===== src/rtl/core/dapid_pkg.sv =====
// dapid_pkg: shared widths, constants and types for the dual-axis incremental PID.
// Used by dapid_lane, dapid_merge, dual_axis_incremental_pid and dapid_check.
package dapid_pkg;

  localparam int POS_BITS       = 8;
  localparam int GAIN_FRAC_BITS = 12;
  localparam int ACC_BITS       = 32;

  localparam int GAIN_W = 16;
  localparam int DUTY_W = 16;
  localparam int CTRL_W = 19;

  localparam int ERR_W  = POS_BITS + 1;
  localparam int D1_W   = POS_BITS + 2;
  localparam int D2_W   = POS_BITS + 3;
  localparam int PROD_W = GAIN_W + 1 + D2_W;
  localparam int INC_W  = PROD_W + 2;
  localparam int SUM_W  = ((ACC_BITS > INC_W) ? ACC_BITS : INC_W) + 1;
  localparam int U_W    = GAIN_FRAC_BITS + 7;

  localparam int NUM_AXES = 2;

  // configuration registers
  localparam int NUM_REGS  = 8;
  localparam int REG_IDX_W = 3;
  localparam logic [REG_IDX_W-1:0] REG_GAIN_P_X = REG_IDX_W'(0);
  localparam logic [REG_IDX_W-1:0] REG_GAIN_I_X = REG_IDX_W'(1);
  localparam logic [REG_IDX_W-1:0] REG_GAIN_D_X = REG_IDX_W'(2);
  localparam logic [REG_IDX_W-1:0] REG_GAIN_P_Y = REG_IDX_W'(3);
  localparam logic [REG_IDX_W-1:0] REG_GAIN_I_Y = REG_IDX_W'(4);
  localparam logic [REG_IDX_W-1:0] REG_GAIN_D_Y = REG_IDX_W'(5);
  localparam logic [REG_IDX_W-1:0] REG_MID_X    = REG_IDX_W'(6);
  localparam logic [REG_IDX_W-1:0] REG_MID_Y    = REG_IDX_W'(7);
  localparam logic [GAIN_W-1:0] REG_RESET [NUM_REGS] = '{
    16'd819, 16'd0, 16'd2867, 16'd819, 16'd0, 16'd2048, 16'd2818, 16'd4456
  };

  // accumulator bounds and output limits, Q.F
  localparam logic signed [ACC_BITS-1:0] ACC_MAX = {1'b0, {(ACC_BITS-1){1'b1}}};
  localparam logic signed [ACC_BITS-1:0] ACC_MIN = {1'b1, {(ACC_BITS-1){1'b0}}};
  localparam int ONE_Q = 2 ** GAIN_FRAC_BITS;
  localparam logic signed [ACC_BITS-1:0] LIM_X_HI = ACC_BITS'(20 * ONE_Q);
  localparam logic signed [ACC_BITS-1:0] LIM_X_LO = ACC_BITS'(-40 * ONE_Q);
  localparam logic signed [ACC_BITS-1:0] LIM_Y_HI = ACC_BITS'(50 * ONE_Q);
  localparam logic signed [ACC_BITS-1:0] LIM_Y_LO = ACC_BITS'(-50 * ONE_Q);

  // duty offset = floor((u * 2^(17-F) + 1000) / 2000)
  //             = floor(floor(n / 16) / 125), the last by reciprocal plus one fix-up
  localparam int DUTY_HALF   = 1000;
  localparam int DUTY_PRE_SH = 17 - GAIN_FRAC_BITS;
  localparam int N_W         = U_W + DUTY_PRE_SH + 1;
  localparam int DUTY_SH     = 4;
  localparam int M_W         = N_W - DUTY_SH;
  localparam int DUTY_DIV    = 125;
  localparam int DUTY_BIAS   = (2 ** (M_W - 1)) / DUTY_DIV + 1;
  localparam int DUTY_BIAS_M = DUTY_BIAS * DUTY_DIV;
  localparam int MP_W        = M_W + 1;
  localparam int RCP_SH      = MP_W + 8;
  localparam int RCP_W       = RCP_SH - 6;
  localparam int RCP         = (2 ** RCP_SH) / DUTY_DIV;
  localparam int Q_W         = MP_W - 5;
  localparam int DS_W        = ((DUTY_W + 1 > Q_W + 1) ? DUTY_W + 1 : Q_W + 1) + 1;

  typedef enum logic [1:0] {
    TERM_P,
    TERM_I,
    TERM_D
  } term_e;

  typedef struct packed {
    logic  start;
    logic  mac;
    term_e sel;
    logic  commit;
  } lane_ctl_t;

  typedef struct packed {
    logic signed [U_W-1:0] ctrl;
    logic                  clip;
  } lane_res_t;

  typedef struct packed {
    logic prep;
    logic mul;
    logic fix;
  } mrg_ctl_t;

endpackage


===== src/rtl/core/dapid_lane.sv =====
// dapid_lane: one axis of the incremental PID, error history, shared MAC and accumulator.
// Depends on dapid_pkg.
module dapid_lane (
  input  logic                                   clk_i,
  input  logic                                   rst_ni,
  input  dapid_pkg::lane_ctl_t                   ctl_i,
  input  logic [dapid_pkg::POS_BITS-1:0]         meas_i,
  input  logic [dapid_pkg::POS_BITS-1:0]         target_i,
  input  logic [dapid_pkg::GAIN_W-1:0]           kp_i,
  input  logic [dapid_pkg::GAIN_W-1:0]           ki_i,
  input  logic [dapid_pkg::GAIN_W-1:0]           kd_i,
  input  logic signed [dapid_pkg::ACC_BITS-1:0]  lim_lo_i,
  input  logic signed [dapid_pkg::ACC_BITS-1:0]  lim_hi_i,
  output dapid_pkg::lane_res_t                   res_o
);

  logic signed [dapid_pkg::ERR_W-1:0]    err_last_q, err_prev_q, err_cur, ei_q;
  logic signed [dapid_pkg::D1_W-1:0]     d1, d1_q;
  logic signed [dapid_pkg::D2_W-1:0]     d2, d2_q, term;
  logic        [dapid_pkg::GAIN_W-1:0]   gain;
  logic signed [dapid_pkg::PROD_W-1:0]   prod;
  logic signed [dapid_pkg::INC_W-1:0]    inc_q;
  logic signed [dapid_pkg::SUM_W-1:0]    sum;
  logic signed [dapid_pkg::ACC_BITS-1:0] acc_q, acc_sat, u_full;
  logic                                  clip;

  always_comb begin
    err_cur = $signed({1'b0, target_i}) - $signed({1'b0, meas_i});
    d1 = dapid_pkg::D1_W'(err_cur) - dapid_pkg::D1_W'(err_last_q);
    d2 = dapid_pkg::D2_W'(err_cur) - (dapid_pkg::D2_W'(err_last_q) <<< 1)
       + dapid_pkg::D2_W'(err_prev_q);
  end

  always_comb begin
    case (ctl_i.sel)
      dapid_pkg::TERM_P: begin
        term = dapid_pkg::D2_W'(d1_q);
        gain = kp_i;
      end
      dapid_pkg::TERM_I: begin
        term = dapid_pkg::D2_W'(ei_q);
        gain = ki_i;
      end
      dapid_pkg::TERM_D: begin
        term = d2_q;
        gain = kd_i;
      end
      default: begin
        term = '0;
        gain = '0;
      end
    endcase
    prod = $signed({1'b0, gain}) * term;
  end

  always_comb begin
    sum = dapid_pkg::SUM_W'(acc_q) + dapid_pkg::SUM_W'(inc_q);
    if (sum > dapid_pkg::SUM_W'(dapid_pkg::ACC_MAX)) begin
      acc_sat = dapid_pkg::ACC_MAX;
    end else if (sum < dapid_pkg::SUM_W'(dapid_pkg::ACC_MIN)) begin
      acc_sat = dapid_pkg::ACC_MIN;
    end else begin
      acc_sat = dapid_pkg::ACC_BITS'(sum);
    end
  end

  always_comb begin
    u_full = acc_q;
    clip   = 1'b0;
    if (acc_q > lim_hi_i) begin
      u_full = lim_hi_i;
      clip   = 1'b1;
    end else if (acc_q < lim_lo_i) begin
      u_full = lim_lo_i;
      clip   = 1'b1;
    end
  end

  assign res_o.ctrl = dapid_pkg::U_W'(u_full);
  assign res_o.clip = clip;

  always_ff @(posedge clk_i or negedge rst_ni) begin
    if (!rst_ni) begin
      err_last_q <= '0;
      err_prev_q <= '0;
      acc_q      <= '0;
    end else begin
      if (ctl_i.start) begin
        err_prev_q <= err_last_q;
        err_last_q <= err_cur;
      end
      if (ctl_i.commit) begin
        acc_q <= acc_sat;
      end
    end
  end

  always_ff @(posedge clk_i) begin
    if (ctl_i.start) begin
      ei_q  <= err_cur;
      d1_q  <= d1;
      d2_q  <= d2;
      inc_q <= '0;
    end else if (ctl_i.mac) begin
      inc_q <= inc_q + dapid_pkg::INC_W'(prod);
    end
  end

endmodule


===== src/rtl/core/dapid_merge.sv =====
// dapid_merge: turns both lanes' control values into servo duties (divide by 2000, round).
// Depends on dapid_pkg.
module dapid_merge (
  input  logic                          clk_i,
  input  dapid_pkg::mrg_ctl_t           ctl_i,
  input  dapid_pkg::lane_res_t          res_x_i,
  input  dapid_pkg::lane_res_t          res_y_i,
  input  logic [dapid_pkg::DUTY_W-1:0]  mid_x_i,
  input  logic [dapid_pkg::DUTY_W-1:0]  mid_y_i,
  output logic [dapid_pkg::DUTY_W-1:0]  duty_x_o,
  output logic [dapid_pkg::DUTY_W-1:0]  duty_y_o
);

  logic signed [dapid_pkg::U_W-1:0]                    u     [dapid_pkg::NUM_AXES];
  logic        [dapid_pkg::DUTY_W-1:0]                 mid   [dapid_pkg::NUM_AXES];
  logic        [dapid_pkg::DUTY_W-1:0]                 duty  [dapid_pkg::NUM_AXES];
  logic signed [dapid_pkg::N_W-1:0]                    num   [dapid_pkg::NUM_AXES];
  logic        [dapid_pkg::MP_W-1:0]                   mp    [dapid_pkg::NUM_AXES];
  logic        [dapid_pkg::MP_W-1:0]                   mp_q  [dapid_pkg::NUM_AXES];
  logic        [dapid_pkg::MP_W+dapid_pkg::RCP_W-1:0]  rprod [dapid_pkg::NUM_AXES];
  logic        [dapid_pkg::MP_W-1:0]                   rem   [dapid_pkg::NUM_AXES];
  logic        [dapid_pkg::Q_W-1:0]                    q0_q  [dapid_pkg::NUM_AXES];
  logic        [dapid_pkg::Q_W-1:0]                    q_fix [dapid_pkg::NUM_AXES];
  logic        [dapid_pkg::Q_W-1:0]                    q_q   [dapid_pkg::NUM_AXES];
  logic signed [dapid_pkg::DS_W-1:0]                   off   [dapid_pkg::NUM_AXES];
  logic signed [dapid_pkg::DS_W-1:0]                   dsum  [dapid_pkg::NUM_AXES];

  assign u[0]     = res_x_i.ctrl;
  assign u[1]     = res_y_i.ctrl;
  assign mid[0]   = mid_x_i;
  assign mid[1]   = mid_y_i;
  assign duty_x_o = duty[0];
  assign duty_y_o = duty[1];

  always_comb begin
    for (int i = 0; i < dapid_pkg::NUM_AXES; i++) begin
      num[i] = (dapid_pkg::N_W'(u[i]) <<< dapid_pkg::DUTY_PRE_SH)
             + dapid_pkg::N_W'(dapid_pkg::DUTY_HALF);
      // biased so the quotient search stays unsigned
      mp[i] = dapid_pkg::MP_W'(num[i] >>> dapid_pkg::DUTY_SH)
            + dapid_pkg::MP_W'(dapid_pkg::DUTY_BIAS_M);
      rprod[i] = mp_q[i] * dapid_pkg::RCP_W'(dapid_pkg::RCP);
      rem[i] = mp_q[i] - dapid_pkg::MP_W'(q0_q[i] * dapid_pkg::DUTY_DIV);
      q_fix[i] = (rem[i] >= dapid_pkg::MP_W'(dapid_pkg::DUTY_DIV)) ? q0_q[i] + 1'b1 : q0_q[i];
      off[i] = dapid_pkg::DS_W'($signed({1'b0, q_q[i]}))
             - dapid_pkg::DS_W'(dapid_pkg::DUTY_BIAS);
      if (i == 0) begin
        dsum[i] = dapid_pkg::DS_W'($signed({1'b0, mid[i]})) + off[i];
      end else begin
        dsum[i] = dapid_pkg::DS_W'($signed({1'b0, mid[i]})) - off[i];
      end
      if (dsum[i] < 0) begin
        duty[i] = '0;
      end else if (dsum[i] > dapid_pkg::DS_W'({dapid_pkg::DUTY_W{1'b1}})) begin
        duty[i] = '1;
      end else begin
        duty[i] = dapid_pkg::DUTY_W'(dsum[i]);
      end
    end
  end

  always_ff @(posedge clk_i) begin
    for (int i = 0; i < dapid_pkg::NUM_AXES; i++) begin
      if (ctl_i.prep) begin
        mp_q[i] <= mp[i];
      end
      if (ctl_i.mul) begin
        q0_q[i] <= dapid_pkg::Q_W'(rprod[i] >> dapid_pkg::RCP_SH);
      end
      if (ctl_i.fix) begin
        q_q[i] <= q_fix[i];
      end
    end
  end

endmodule


===== src/rtl/core/dual_axis_incremental_pid.sv =====
// Two-axis incremental PID for a ball-on-plate servo pair.
// Input channel (in_valid_i / in_stall_o) takes one word per frame: measured and target
// ball position for x and y. Output channel (out_valid_o / out_stall_i) returns one word
// per input: clamped control values, servo duties and clip flags.
// Each axis runs in its own lane; a lane walks its three gain products through one
// shared multiplier, then adds the increment into a saturating accumulator. A merge
// stage then divides both control values by 2000 in three steps to form the duties.
// A result shows on out_valid_o after the accept, the 4 lane steps (3 MAC +
// accumulate), the 3 steps of the duty division and the output load; in_stall_o is high
// from the accept until the output load, so no new word is taken before that load.
// The result sits in an output register, so the next word is taken while it waits.
// If out_stall_i holds the output register full when a new result is done, the block
// waits and keeps in_stall_o high until the register frees.
// Reset clears the error history and accumulators, empties the output register and
// loads the gain and mid-duty registers with their defaults.
// Configuration (cfg_valid_i / cfg_ready_o) is always ready; the user must write it only while
// no word is in flight, as the block itself does not enforce this.
// Depends on dapid_pkg, dapid_lane, dapid_merge.
module dual_axis_incremental_pid (
  input  logic                                  clk_i,
  input  logic                                  rst_ni,
  input  logic                                  in_valid_i,
  output logic                                  in_stall_o,
  input  logic [dapid_pkg::POS_BITS-1:0]        meas_x_i,
  input  logic [dapid_pkg::POS_BITS-1:0]        meas_y_i,
  input  logic [dapid_pkg::POS_BITS-1:0]        target_x_i,
  input  logic [dapid_pkg::POS_BITS-1:0]        target_y_i,
  output logic                                  out_valid_o,
  input  logic                                  out_stall_i,
  output logic signed [dapid_pkg::CTRL_W-1:0]   ctrl_x_o,
  output logic signed [dapid_pkg::CTRL_W-1:0]   ctrl_y_o,
  output logic [dapid_pkg::DUTY_W-1:0]          duty_x_o,
  output logic [dapid_pkg::DUTY_W-1:0]          duty_y_o,
  output logic                                  clip_x_o,
  output logic                                  clip_y_o,
  input  logic                                  cfg_valid_i,
  output logic                                  cfg_ready_o,
  input  logic [dapid_pkg::REG_IDX_W-1:0]       cfg_index_i,
  input  logic [dapid_pkg::GAIN_W-1:0]          cfg_data_i
);

  typedef enum logic [2:0] {
    ST_IDLE,
    ST_LANE,
    ST_PREP,
    ST_MUL,
    ST_FIX,
    ST_OUT
  } state_e;

  localparam logic [1:0] LAST_STEP = 2'd3;

  state_e                              state_q;
  logic [1:0]                          cnt_q;
  logic                                in_acc, out_free, out_load;
  logic [dapid_pkg::GAIN_W-1:0]        cfg_q [dapid_pkg::NUM_REGS];
  dapid_pkg::lane_ctl_t                lane_ctl;
  dapid_pkg::mrg_ctl_t                 mrg_ctl;
  dapid_pkg::lane_res_t                res_x, res_y;
  logic [dapid_pkg::DUTY_W-1:0]        duty_x, duty_y;
  logic                                out_valid_q;
  logic signed [dapid_pkg::CTRL_W-1:0] ctrl_x_q, ctrl_y_q;
  logic [dapid_pkg::DUTY_W-1:0]        duty_x_q, duty_y_q;
  logic                                clip_x_q, clip_y_q;

  assign in_stall_o  = (state_q != ST_IDLE);
  assign in_acc      = in_valid_i && !in_stall_o;
  assign out_free    = !out_valid_q || !out_stall_i;
  assign out_load    = (state_q == ST_OUT) && out_free;
  assign cfg_ready_o = 1'b1;

  always_comb begin
    lane_ctl.start  = in_acc;
    lane_ctl.mac    = (state_q == ST_LANE) && (cnt_q != LAST_STEP);
    lane_ctl.sel    = dapid_pkg::term_e'(cnt_q);
    lane_ctl.commit = (state_q == ST_LANE) && (cnt_q == LAST_STEP);
    mrg_ctl.prep    = (state_q == ST_PREP);
    mrg_ctl.mul     = (state_q == ST_MUL);
    mrg_ctl.fix     = (state_q == ST_FIX);
  end

  always_ff @(posedge clk_i or negedge rst_ni) begin
    if (!rst_ni) begin
      for (int i = 0; i < dapid_pkg::NUM_REGS; i++) begin
        cfg_q[i] <= dapid_pkg::REG_RESET[i];
      end
    end else if (cfg_valid_i) begin
      cfg_q[cfg_index_i] <= cfg_data_i;
    end
  end

  dapid_lane u_lane_x (
    .clk_i    (clk_i),
    .rst_ni   (rst_ni),
    .ctl_i    (lane_ctl),
    .meas_i   (meas_x_i),
    .target_i (target_x_i),
    .kp_i     (cfg_q[dapid_pkg::REG_GAIN_P_X]),
    .ki_i     (cfg_q[dapid_pkg::REG_GAIN_I_X]),
    .kd_i     (cfg_q[dapid_pkg::REG_GAIN_D_X]),
    .lim_lo_i (dapid_pkg::LIM_X_LO),
    .lim_hi_i (dapid_pkg::LIM_X_HI),
    .res_o    (res_x)
  );

  dapid_lane u_lane_y (
    .clk_i    (clk_i),
    .rst_ni   (rst_ni),
    .ctl_i    (lane_ctl),
    .meas_i   (meas_y_i),
    .target_i (target_y_i),
    .kp_i     (cfg_q[dapid_pkg::REG_GAIN_P_Y]),
    .ki_i     (cfg_q[dapid_pkg::REG_GAIN_I_Y]),
    .kd_i     (cfg_q[dapid_pkg::REG_GAIN_D_Y]),
    .lim_lo_i (dapid_pkg::LIM_Y_LO),
    .lim_hi_i (dapid_pkg::LIM_Y_HI),
    .res_o    (res_y)
  );

  dapid_merge u_merge (
    .clk_i    (clk_i),
    .ctl_i    (mrg_ctl),
    .res_x_i  (res_x),
    .res_y_i  (res_y),
    .mid_x_i  (cfg_q[dapid_pkg::REG_MID_X]),
    .mid_y_i  (cfg_q[dapid_pkg::REG_MID_Y]),
    .duty_x_o (duty_x),
    .duty_y_o (duty_y)
  );

  always_ff @(posedge clk_i or negedge rst_ni) begin
    if (!rst_ni) begin
      state_q     <= ST_IDLE;
      cnt_q       <= '0;
      out_valid_q <= 1'b0;
      ctrl_x_q    <= '0;
      ctrl_y_q    <= '0;
      duty_x_q    <= '0;
      duty_y_q    <= '0;
      clip_x_q    <= 1'b0;
      clip_y_q    <= 1'b0;
    end else begin
      if (out_load) begin
        out_valid_q <= 1'b1;
      end else if (out_valid_q && !out_stall_i) begin
        out_valid_q <= 1'b0;
      end
      unique case (state_q)
        ST_IDLE: begin
          if (in_acc) begin
            state_q <= ST_LANE;
            cnt_q   <= '0;
          end
        end
        ST_LANE: begin
          cnt_q <= cnt_q + 2'd1;
          if (cnt_q == LAST_STEP) begin
            state_q <= ST_PREP;
          end
        end
        ST_PREP: state_q <= ST_MUL;
        ST_MUL:  state_q <= ST_FIX;
        ST_FIX:  state_q <= ST_OUT;
        ST_OUT: begin
          if (out_free) begin
            state_q     <= ST_IDLE;
            ctrl_x_q    <= dapid_pkg::CTRL_W'(res_x.ctrl);
            ctrl_y_q    <= dapid_pkg::CTRL_W'(res_y.ctrl);
            duty_x_q    <= duty_x;
            duty_y_q    <= duty_y;
            clip_x_q    <= res_x.clip;
            clip_y_q    <= res_y.clip;
          end
        end
        default: state_q <= ST_IDLE;
      endcase
    end
  end

  assign out_valid_o = out_valid_q;
  assign ctrl_x_o    = ctrl_x_q;
  assign ctrl_y_o    = ctrl_y_q;
  assign duty_x_o    = duty_x_q;
  assign duty_y_o    = duty_y_q;
  assign clip_x_o    = clip_x_q;
  assign clip_y_o    = clip_y_q;

endmodule


===== config.mk =====
export PLATFORM = sky130hd
export DESIGN_NAME = dual_axis_incremental_pid
export DESIGN_NICKNAME = d
export VERILOG_FILES = /design/src/rtl/core/dapid_pkg.sv /design/src/rtl/core/dapid_lane.sv /design/src/rtl/core/dapid_merge.sv /design/src/rtl/core/dual_axis_incremental_pid.sv
export SDC_FILE = /design/constraint.sdc
export NUM_CORES = 2
export LEC_CHECK = 0
export BUFFER_PORTS_ARGS = -buffer_cell sky130_fd_sc_hd__clkbuf_2
export CORE_AREA = 2 2 263 460
export CTS_CLUSTER_SIZE = 25
export DETAILED_ROUTE_END_ITERATION = 16
export DIE_AREA = 0 0 265 462
export HOLD_SLACK_MARGIN = 0.05
export PLACE_DENSITY = 0.74
export REMOVE_ABC_BUFFERS = 1
export SLEW_MARGIN = 20
export SYNTH_ARGS = -nofsm -noshare
export SYNTH_HDL_FRONTEND = slang
export SYNTH_SLANG_ARGS = --single-unit

===== constraint.sdc =====
create_clock -name clk_i -period 6.89 [get_ports clk_i]
set_clock_uncertainty 0.2 [all_clocks]
set_input_delay 0.689 -clock clk_i [delete_from_list [all_inputs] [get_ports clk_i]]
set_output_delay 0.689 -clock clk_i [all_outputs]
set_load 0.005 [all_outputs]

---- Word-level counts from Yosys, hierarchy flattened ----
Memory sizes are Yosys's and may differ from the RTL's.
Index checks and enable logic that the tools add are counted.
word-level totals
  input bits .............................. 56
  output and inout port bits .............. 75
  register bits ........................... 426
  RAM bits ................................ 110
  word-level logic and storage cells ...... 151
  memories kept ........................... 3
memories
  name          words  bits a word  rd ports  clocked after Yosys merged registers in  wr ports  line               text
  u_merge.mp_q  2      22           2         0                                        2         dapid_merge.sv:19  logic [dapid_pkg::MP_W-1:0] mp_q [dapid_pkg::NUM_AXES];
  u_merge.q_q   2      17           2         0                                        2         dapid_merge.sv:24  logic [dapid_pkg::Q_W-1:0] q_q [dapid_pkg::NUM_AXES];
  u_merge.q0_q  2      16           2         0                                        2         dapid_merge.sv:22  logic [dapid_pkg::Q_W-1:0] q0_q [dapid_pkg::NUM_AXES];
cells by class
  mux-type cells .......................... 39
  reduce and logical (&&, ||, !) cells .... 18
  order comparisons ....................... 16
  $add $sub $neg .......................... 25
  equality and inequality tests ........... 12
  bitwise gates (word level) .............. 1
  multipliers ............................. 6
operator list
  operator                count
  $bwmux 128              1
  $mux 32                 4
  $pmux 16 s3             2
  $mul 22x23->45 const B  2
  $mux 16                 5
  $mux 19                 4
  $add 32x30->33          2
  $gt 33x32->1 const B    2
  $lt 33x32->1 const B    2
  $pmux 11 s3             2
  $lt 32x19->1 const B    2
  $add 30x28->30          2
  $mul 17x11->28          2
  $add 24x11->25 const B  2
  $demux 16 s3            1
  $add 21x22->22 const B  2
  $ge 22x7->1 const B     2
  $mul 17x7->22 const B   2
  $sub 22x22->22          2
  $gt 19x16->1 const B    2
  $lt 19x1->1 const B     2
  $sub 17x14->18 const B  2
  $add 17x1->17 const B   2
  $mux 17                 2
  other kinds (33)        64

---- Depth between registers and ports, before layout ----
  word-level depth ........................ 6
  mapped depth ............................ 32

---- By module ----
A second synthesis with hierarchy kept.
unflattened totals
  cell total of the unflattened synthesis .. 7276
  area total of the unflattened synthesis .. 70054.7 sq um
by module, submodules not included
  module                     cells each  area an instance (sq um)  instances
  dapid_merge                3131        30043.8                   1
  dapid_lane (u_lane_y)      1861        16046.6                   1
  dapid_lane (u_lane_x)      1813        15987.8                   1
  dual_axis_incremental_pid  471         7976.4                    1

---- Least setup slack after synthesis ----
Ideal clock, no wire load.
  kind .................................... register to register
  from .................................... register cnt_q[0]
  to ...................................... register u_lane_y.inc_q[27] (netlist bit)
  stages on the path, launching flop included .. 29
  data arrival time ....................... 7251 ps
  data required time ...................... 6573 ps
  period minus slack after synthesis ...... 7568 ps
  setup slack ............................. -678 ps
  setup time .............................. 117 ps
  cells stage by stage .................... dfrtp_1 > inv_1 > ha_1 > clkbuf_1 > clkbuf_1 > buf_1 > a22oi_1 > a21oi_1 > nand2_1 > fa_1 > inv_1 > fa_1 > fa_1 > fa_1 > inv_1 > fa_1 > inv_1 > ha_1 > a21o_1 > a21oi_1 > o221a_2 > o31ai_1 > a221o_1 > a21o_1 > a21o_1 > and2_1 > o21ai_1 > or3b_1 > a32o_1
between the ends
  longest elaborated chain between the ends .. 4
RTL lines
  what                                        line                              text
  start, declared                             dual_axis_incremental_pid.sv:54   logic [1:0] cnt_q;
  start signal, assigned                      dual_axis_incremental_pid.sv:156  cnt_q <= cnt_q + 2'd1;
  $eq 2x2->1 (tied with other cells)          dapid_lane.sv:35                  case (ctl_i.sel)
  $pmux 16 s3 or $pmux 11 s3 (tied branches)  dapid_lane.sv:35
  $mul 17x11->28                              dapid_lane.sv:53                  prod = $signed({1'b0, gain}) * term;
  $add 30x28->30                              dapid_lane.sv:105                 inc_q <= inc_q + dapid_pkg::INC_W'(prod);
  end signal, assigned                        dapid_lane.sv:105
  end, declared                               dapid_lane.sv:22                  logic signed [dapid_pkg::INC_W-1:0] inc_q;
Several ways; a longest one is shown, not always the timed one.
A chain may end at the register's enable or synchronous reset.

---- Worst setup path after layout ----
  from .................................... register cnt_q[1]
  to ...................................... register u_lane_y.inc_q[27] (netlist bit)
The elaborated chain is that of the path after synthesis.

==> reports/results.ini <==
[cells_and_area]
finish.utilization = 0.622
drive_gt1_frac = 0.160
ff_latch_area_um2 = 13900
final_nets = 9144
fillerInstances = 9764
final_cells = 8970
post-route-cell-area_um2 = 74000
area.growth.synth_to_final_pct = 14.2
multi_input_area_um2 = 46400

[worst_hold_path]
hp-class = input pin to flop
hold_path_end = out_valid_o
hold_depth = 3
holdCritStartpoint = out_stall_i

[clock_tree]
clk_latency_ns = 0.68
ctsHtreeMaxLevel = 2
path_clk_slew_ns = 0.07
clock-sinks = 534
cts_buffers = 52
cts_tree = yes
clock_path_buffers = 3
cts_root_buf = clkbuf_16

[critical_path]
crit_fanout = 8
crit_path_top_delay_cell = fa_1
crit_type = flop to flop
startpoint_type = flop
crit_path_frequent_cell = fa_1
reg2reg_depth = 29
worstPathArrival_ns = 7.36
crit_required_ns = 7.24
max_stage_delay_ns = 0.53
cp-end-kind = flop
reg2reg_slack_ns = -0.12
worstReg2RegStart = cnt_q[1]
r2r-end = u_lane_y.inc_q[27]

[die]
fp-row-count = 168
die_h_um = 462
die-area_um2 = 122000
io-pin-count = 131
start_util = 0.545
fp.coreArea_um2 = 119000
die_x_um = 265

[timing]
final-hold-violation-count = 0
setup_viol = 3
tightest_slew_ns = 1.20
fin_crit_ns = 7.01
relSlewSlack = 0.197
maxSlewViolCount = 0
setup_slack_ns = -0.121
timing.fmax_mhz = 143
rsz0062_at_grt = true
fin_crit_sh = 1.02

[grt]
grt_start_max_net_pins = 135
grt_pass1_wl_um = 281000
grt_use_total = 0.294
gr-total-overflow = 0
antenna_found_initial = 4
grt_pass1_vias = 53300

[job]
drv_cap = 0

[yosys]
syn_avg_cell_area_um2 = 9.46
seq_area_frac_synth = 0.215
synth_edf_count = 168
synth-main-ff-cell = dfrtp_1
synth_cells = 6848
synthesis.area_um2 = 64800
synthArstFlopShare = 0.573
ys_ff_latch = 534
synth.distinct_cells = 108
ys_warn_count = 0

[place]
dp_hpwl_um = 148000
place_congestion = 1.03
io_buffer_count = 129
place_area_um2 = 70500
place_ws_ns = -0.599
dp_cells = 8817

[status]
status = complete, but fails checks
violations = setup timing

[detailed_routing]
drt_wl_total_um = 179000
drc = 0
drtIter0Drc = 2707
via_per_inst = 5.59
firstDrtPassIters = 8
vias = 50100
ant_nets = 0
wl_per_cell_um = 19.9

-- stage by stage --
| step | hold WS, ns | TNS, ns |
|---|---|---|
| 6_report | 0.168 | -0.168 |
| 5_1_grt | 0.199 | -2.37 |
| 4_1_cts | 0.154 | -0.204 |
| 3_5_place_dp | 0.255 | -8.83 |
| 3_3_place_gp | 0.253 | -4.64 |
| 2_1_floorplan | 0.193 | -35.13 |
-- cell usage in the layout, fill, tap and decap left out, drive strengths merged, types with 97 or more instances in the layout --
cell and n:
o21ai 271, dfrtp 277, mux2 133, fa 750, buf 521, a21oi 277
inv 1360, xor2 122, nor3 97, nor2 401, clkbuf 188, nand2 682
ha 944, edfxtp 168, a21o 118, xnor2 194
-- registers in the layout (all words and copies together), names as in the netlist, 9 cells and up --
name	count
u_lane_x.d2_q	11
cfg_q	128
ctrl_y_o	19
u_lane_y.err_prev_q	9
u_lane_y.d2_q	11
duty_y_o	16
duty_x_o	16
u_lane_x.d1_q	10
u_lane_x.err_last_q	9
u_lane_x.acc_q	32
u_lane_x.err_prev_q	9
ctrl_x_o	19
u_merge.q_q	34
u_lane_y.ei_q	9
u_merge.mp_q	42
u_lane_y.err_last_q	9
u_merge.q0_q	32
u_lane_y.d1_q	10
u_lane_y.inc_q	30
u_lane_x.ei_q	9
u_lane_x.inc_q	30
u_lane_y.acc_q	32
-- cell usage after synthesis (7+ instances only) --
library cell | number | area share
a211o_1 | 9 | 0.0012
a211oi_1 | 31 | 0.0036
a21o_1 | 118 | 0.014
a21oi_1 | 276 | 0.021
a222oi_1 | 15 | 0.0023
a22oi_1 | 54 | 0.0063
a31oi_1 | 17 | 0.0016
and2_1 | 56 | 0.0054
and3_1 | 33 | 0.0032
and4_1 | 13 | 0.0018
buf_1 | 13 | 0.00075
buf_2 | 15 | 0.0012
clkbuf_1 | 130 | 0.0075
dfrtp_1 | 277 | 0.11
dfstp_2 | 29 | 0.012
dfxtp_1 | 60 | 0.019
edfxtp_1 | 168 | 0.078
fa_1 | 750 | 0.23
ha_1 | 944 | 0.18
inv_1 | 1350 | 0.078
maj3_1 | 16 | 0.0025
mux2_2 | 133 | 0.023
mux2i_1 | 8 | 0.0012
nand2_1 | 682 | 0.040
nand2b_1 | 50 | 0.0048
nand3_1 | 85 | 0.0066
nand4_1 | 36 | 0.0035
nor2_1 | 400 | 0.023
nor2b_1 | 36 | 0.0035
nor3_1 | 95 | 0.0073
nor3b_1 | 13 | 0.0015
nor4_1 | 23 | 0.0022
o2111ai_1 | 7 | 0.00095
o211ai_1 | 14 | 0.0016
o21a_1 | 38 | 0.0044
o21ai_0 | 237 | 0.018
o21ai_1 | 32 | 0.0025
o21bai_1 | 32 | 0.0037
o22ai_1 | 25 | 0.0024
o31ai_1 | 12 | 0.0014
or2_2 | 25 | 0.0024
or3_1 | 40 | 0.0039
xnor2_1 | 193 | 0.026
xor2_1 | 122 | 0.016
-- cell type report --
| type | instances | area share |
|---|---|---|
| repair buffers | 651 | 0.0655 |
| clock inverters | 39 | 0.00629 |
| clock buffers | 59 | 0.0188 |
| inverters | 1352 | 0.0687 |
| well taps | 1530 | 0.0259 |
| multi-input cells | 4803 | 0.626 |
| diodes | 2 | 0.0000676 |
| flip-flops and latches | 534 | 0.188 |
-- logic make-up (layout without fill, tap and decap cells) --
logic type      after synthesis  in the layout  share of synthesized area
other cells                   2              5                   0.000116
mux                         141            141                     0.0243
simple gates               1632           1632                      0.115
fa+ha+maj                  1711           1711                      0.417
xor+xnor                    316            316                     0.0428
buf+inv                    1512           2101                     0.0880
compound gates             1000           1000                     0.0976
flops                       534            534                      0.215
-- timing repair --
action,in CTS,in global routing
cloned,0,1
hold buffers,1,0
buffers inserted,19,33
hold endpoints to repair,97,0
endpoints found under the setup margin,33,36
pin swaps,70,96
gates resized for setup,143,129
-- layer usage --
layer | vias up | global-route usage | wire length, um
li1 | 23300 | - | -
met1 | 24800 | 0.314 | 64100
met2 | 1362 | 0.550 | 93700
met3 | 579 | 0.0314 | 7430
met4 | 4 | 0.188 | 13500
met5 | - | 0 | 24
-- critical path: cells and delay by family, from the launching register on --
kind            cells  cell delay (ns)
buf+inv             8             0.70
fa+ha+maj           7             2.92
flops               1             0.38
simple gates        4             0.91
compound gates     10             1.78
-- worst max-delay path by stage --
stage | from | endpoint | slack, ns | cells past startpoint
after floorplan | cnt_q[0] | u_lane_y.inc_q[29] | -1.87 | 23
after global placement | u_merge.mp_q[0][17] | u_merge.q0_q[0][15] | -0.44 | 23
after detailed placement | u_merge.mp_q[0][17] | u_merge.q0_q[0][15] | -0.60 | 23
after CTS | cnt_q[1] | u_lane_y.inc_q[27] | -0.07 | 28
after global routing | cnt_q[1] | u_lane_y.inc_q[27] | -0.40 | 27
final | cnt_q[1] | u_lane_y.inc_q[27] | -0.12 | 29
Power is not shown: default switching activity piles up to over one toggle a cycle in this logic, so the estimate is an artifact.
